File: src/hw/rtl/epc_pkg.sv
package epc_pkg;

    localparam int VEL_W      = 16;
    localparam int PT_W       = 20;
    localparam int CFG_W      = 16;
    localparam int CFG_IDX_W  = 3;
    localparam int FRAC_W     = 12;

    localparam int VSQ_W      = 2 * VEL_W;
    localparam int SPEED_W    = 16;
    localparam int SQRT_STEPS = SPEED_W;
    localparam int XSQ_W      = 2 * PT_W - 1;
    localparam int A_W        = 20;
    localparam int BS_W       = 31;
    localparam int BMAG_W     = 29;
    localparam int ASQ_W      = 2 * A_W;
    localparam int BSQ_W      = 2 * BMAG_W;

    localparam int DIV_NUM_W  = 56;
    localparam int DIV_DEN_W  = 58;
    localparam int DIV_Q_W    = 28;
    localparam int COND_W     = 31;

    localparam logic [CFG_W-1:0] V0_FLOOR_CODE = 16'd4;
    localparam logic [CFG_W-1:0] RST_A_MIN     = 16'd737;
    localparam logic [CFG_W-1:0] RST_A_PER_SPD = 16'd2171;
    localparam logic [CFG_W-1:0] RST_B_MIN     = 16'd819;
    localparam logic [CFG_W-1:0] RST_B_MAX     = 16'd1024;
    localparam logic [CFG_W-1:0] RST_V0        = 16'd0;
    localparam logic             RST_STRETCH   = 1'b1;
    localparam logic [CFG_W-1:0] RST_TOL       = 16'd66;

    typedef enum logic [CFG_IDX_W-1:0] {
        REG_A_MIN,
        REG_A_PER_SPEED,
        REG_B_MIN,
        REG_B_MAX,
        REG_DESIRED_SPEED,
        REG_STRETCH,
        REG_TOLERANCE
    } cfg_reg_t;

    typedef enum logic [1:0] {
        BMODE_MAX,
        BMODE_MIN,
        BMODE_SCALE
    } bmode_t;

    // Per-item data that rides alongside the arithmetic units.
    typedef struct packed {
        logic [XSQ_W-1:0] xsq;
        logic [XSQ_W-1:0] ysq;
        logic [A_W-1:0]   a;
        logic             bneg;
        bmode_t           bmode;
        logic             deg;
        logic             ty_zero;
    } epc_side_t;

endpackage

File: src/hw/rtl/epc_sqrt.sv
module epc_sqrt
    import epc_pkg::*;
(
    input  logic               aclk,
    input  logic               aresetn,
    input  logic               en,
    input  logic               in_valid,
    input  logic [VSQ_W-1:0]   in_vsq,
    input  epc_side_t          in_side,
    output logic               out_valid,
    output logic [SPEED_W-1:0] out_root,
    output epc_side_t          out_side
);

    // One result bit per stage, classic digit-by-digit square root.
    logic [VSQ_W-1:0] n_reg    [SQRT_STEPS];
    logic [VSQ_W-1:0] res_reg  [SQRT_STEPS];
    logic             v_reg    [SQRT_STEPS];
    epc_side_t        side_reg [SQRT_STEPS];

    for (genvar i = 0; i < SQRT_STEPS; i++) begin : g_stage
        localparam logic [VSQ_W-1:0] BITVAL = VSQ_W'(1) << (2 * (SQRT_STEPS - 1 - i));
        logic [VSQ_W-1:0] n_in;
        logic [VSQ_W-1:0] res_in;
        logic             v_in;
        epc_side_t        side_in;
        logic [VSQ_W-1:0] sum;
        logic [VSQ_W-1:0] n_next;
        logic [VSQ_W-1:0] res_next;

        if (i == 0) begin : g_first
            assign n_in    = in_vsq;
            assign res_in  = '0;
            assign v_in    = in_valid;
            assign side_in = in_side;
        end else begin : g_rest
            assign n_in    = n_reg[i-1];
            assign res_in  = res_reg[i-1];
            assign v_in    = v_reg[i-1];
            assign side_in = side_reg[i-1];
        end

        always_comb begin
            sum = res_in + BITVAL;
            if (n_in >= sum) begin
                n_next   = n_in - sum;
                res_next = (res_in >> 1) + BITVAL;
            end else begin
                n_next   = n_in;
                res_next = res_in >> 1;
            end
        end

        always_ff @(posedge aclk) begin
            if (!aresetn) begin
                v_reg[i] <= 1'b0;
            end else if (en) begin
                v_reg[i] <= v_in;
            end
        end

        always_ff @(posedge aclk) begin
            if (en) begin
                n_reg[i]    <= n_next;
                res_reg[i]  <= res_next;
                side_reg[i] <= side_in;
            end
        end
    end

    assign out_valid = v_reg[SQRT_STEPS-1];
    assign out_root  = res_reg[SQRT_STEPS-1][SPEED_W-1:0];
    assign out_side  = side_reg[SQRT_STEPS-1];

endmodule

File: config.mk
export PLATFORM = sky130hd
export DESIGN_NAME = epc_sqrt
export DESIGN_NICKNAME = d
export VERILOG_FILES = /design/src/hw/rtl/epc_pkg.sv /design/src/hw/rtl/epc_sqrt.sv
export SDC_FILE = /design/constraint.sdc
export NUM_CORES = 2
export LEC_CHECK = 0
export BUFFER_PORTS_ARGS = -buffer_cell sky130_fd_sc_hd__buf_2
export CORE_UTILIZATION = 29
export DETAILED_ROUTE_END_ITERATION = 16
export HOLD_SLACK_MARGIN = 0.06
export MAX_ROUTING_LAYER = met4
export SETUP_SLACK_MARGIN = 0.3
export SYNTH_ARGS = -nofsm -noshare
export SYNTH_HDL_FRONTEND = slang
export SYNTH_SLANG_ARGS = --single-unit
File: constraint.sdc
create_clock -name aclk -period 4 [get_ports aclk]
set_clock_uncertainty 0.2 [all_clocks]
set_input_delay 0 -clock aclk [delete_from_list [all_inputs] [get_ports aclk]]
set_output_delay 0 -clock aclk [all_outputs]
set_load 0.02 [all_outputs]
==> run metrics <==
fin crit period=3.54 ns; CTS tree=yes; Critical Path Sink=n_reg[1][195]$_DFFE_PP_; first-pass GRT wire length=approximately 190000 um; Crit Reg-Reg Endpoint=n_reg[1][195]$_DFFE_PP_; synth top area cells=edfxtp_1 86%, ha_1 2.4%, xnor2_1 1.1%, xor2_1 1.1%, a21oi_1 0.83%; WL final=122000 um; Synth Flop Type=edfxtp_1; fin crit share=0.885; CTS sink cnt=between 2000 and 2500; Iter 0 DRT Violations=2827; worst-skew pair later-pin latency=~0.84 ns; Slew @ Worst Pin=roughly 1.0 ns; Seq/Total Area, Yosys=0.864; via count=~35000; row cnt=roughly 190; #FFs+latches synth=2280; top cell type's share of synthesized area=0.864; fin nets=5020; Post-synth EDFFs=around 2300; io pins=~260; Die ar.=275000 um^2; Initial Util=0.292; Cell Area, Synth=79200 um^2; syn_nets=approximately 4200; Worst setup startpoint=n_reg[1][173]$_DFFE_PP_; number of library cell types mapped by synthesis=between 70 and 80; first-pass iteration count of the detailed router=7; CTS Root Cell=clkbuf_16; Layout area overhead=21.7%; maximum clock path buffer count=4; CP Class=flop to flop; maximum vdd drop=about 0.37 mV; final setup violation count=0; total track usage=0.0884; layout cell share with drive strength beyond 1=0.147; CTS Buf Count=about 240; Die Width=between 500 and 600 um; reg2reg setup slack=between 0.4 and 0.5 ns; Vias/cell=between 4 and 5; DP Area=between 80000 and 90000 um^2; PwrDens=574 nW/um^2; Pleak=between 0.03 and 0.04 uW; fin. max-slew vios=0; DR WL/cell=between 10 and 15 um; max FFs per register=1648; DRC viols=0; largest net degree at the start of global routing=approximately 160; CP required=4.40 ns; Worst-path clk slew=about 0.070 ns; height of the chip=525 um; Placer Congestion=0.824; synthesized instance count=between 3000 and 4000; Reg2Reg Depth=9; initial antenna violation count=4; syn avg cell area=20.2 um^2; status=complete, no violations; unrepaired setup endpoints after global routing=no; Yosys warnings=0; asr flop ratio synth=0; crit path DAT=between 3 and 4 ns; Setup TNS Final=0 ns; FF-to-FF Start=n_reg[1][173]$_DFFE_PP_; Core Region=around 270000 um^2; crit end category=flop; H-tree Lvls=4; total gr overflow=0; largest area contributor in the netlist=edfxtp_1; Min-Delay Path Class=input pin to flop; hpwl dp=between 70000 and 80000 um; vias in the first global route=around 36000; post-route cell area=between 90000 and 100000 um^2; post-CTS setup buffers=0; relative slew slack=0.291; Max Fclk=about 0.28 GHz; post-route ant nets=0; largest driver fanout on the critical path=17; FILL cells=~25000; final-report hold violation count=0; crit start category=flop; Max Cap Viol=0; port bufs=between 200 and 300
==> report_power, final <==
group          leakage (uW)  internal [uW]  switching, uW  total [uW]
clock network       0.00388          13200           9040       22300
registers            0.0222          28500            827       29400
logic               0.00767           1560           2130        3690
total                0.0338          43300          12000       55300
==> cell families after synthesis <==
logic type,count (synthesis),share of synthesized area
buffers and inverters,207,0.00995
adders and majority gates,150,0.0237
AOI/OAI and AO/OA,412,0.0323
muxes,27,0.00373
xor gates and xnor gates,201,0.0222
and+or+nand+nor,645,0.0437
DFF,2280,0.864
==> worst max-delay path, stage by stage (launching register included) <==
cell      delay [ns]
edfxtp_1        0.41
ha_1            0.40
a21o_1          0.21
a211oi_1        0.26
nor3_1          0.12
nor4_1          0.49
nand3_1         0.64
buf_4           0.41
nor2_1          0.11
a21oi_1         0.05
==> layout by cell type (no fill, tap or decap), types with 18 or more instances in the layout <==
cell           Yosys  final
edfxtp_1        2279   2279
dlygate4sd3_1      0    281
buf_2              3    257
clkbuf_16          0    244
inv_1            171    171
ha_1             150    150
nor2_1           145    145
a21oi_1          131    131
o21ai_0          113    113
nand2_1          113    113
xnor2_1          102    102
xor2_1            99     99
nor4_1            69     68
nor3_1            60     60
clkinv_2           0     45
clkinv_1           1     43
buf_4              2     42
clkbuf_1          28     40
a21o_1            35     35
nand4_1           32     32
bufinv_16          0     32
nand2b_1          31     31
nand3_1           29     29
o21a_1            26     26
or3_1             25     25
nor2b_1           24     24
and3_1            21     21
mux2_2            20     20
nor4b_1           19     19
buf_12             0     19
clkinvlp_4         0     18
==> final cells by class <==
cell class / count / area [um^2] / area share
multi-input combinational: 1435 / 9970 / 0.104
sequential: 2280 / 68500 / 0.710
clock buffer: 284 / 6260 / 0.0649
antenna: 2 / 5.00 / 0.0000519
clock inverter: 159 / 1770 / 0.0183
inverter: 174 / 653 / 0.00678
timing repair buffer: 599 / 4790 / 0.0498
tap: 3570 / 4470 / 0.0463
==> routing by layer <==
metal	GRT usage	vias to the layer above	part of all wire
met4	0.0341	0	0.034
met2	0.135	751	0.45
li1	-	17000	-
met5	-	-	0
met1	0.114	17200	0.47
met3	0.0209	309	0.049
==> worst min path at each step <==
stage	end	depth (start not counted)	from	slack [ns]
floorplan	n_reg[0][0]$_DFFE_PP_	0	in_vsq[0]	-0.10
global placement	side_reg[0][76]$_DFFE_PP_	1	in_side[76]	-0.02
detailed placement	side_reg[0][64]$_DFFE_PP_	1	in_side[64]	-0.02
CTS	side_reg[0][4]$_DFFE_PP_	3	in_side[4]	0.06
global route	side_reg[0][4]$_DFFE_PP_	3	in_side[4]	0.11
finish	side_reg[0][4]$_DFFE_PP_	3	in_side[4]	0.17
==> cell usage after synthesis (6+ instances only) <==
cell type  count
edfxtp_1    2279
xor2_1        99
nand4_1       32
nor2_1       145
and4_1         6
a2111oi_0     10
nor4_1        69
nand4b_1       7
nor4b_1       19
clkbuf_1      28
xnor2_1      102
mux2_2        20
nand2b_1      31
ha_1         150
mux2i_1        7
a21oi_1      131
or2_2         10
nand3_1       29
a21o_1        35
o21a_1        26
o21ai_0      113
o211ai_1       9
or3_1         25
and3_1        21
inv_1        171
a211oi_1      15
nor3_1        60
nor2b_1       24
nand2_1      113
a31oi_1        7
and2_1        13
or4_1          8
nor3b_1        7
o31ai_1        7
==> what timing repair did <==
item	CTS	global route
setup endpoints to repair	0	3
gates resized for setup	0	2
hold endpoints to repair	1857	0
hold buffers	281	0
==> through the flow <==
step	hold slack [ns]	setup slack [ns]	utilization	instances	power, uW
after floorplan	-0.101	0.855	-	3922	31800
after global placement	-0.0240	0.402	0.315	7777	33200
after detailed placement	-0.0219	0.314	0.315	7777	33300
after CTS	0.0605	0.301	0.355	8501	56300
after global routing	0.108	0.306	0.355	8503	57700
final	0.174	0.459	0.355	8503	55300
Note: power is estimated with default switching activity, not from simulation.
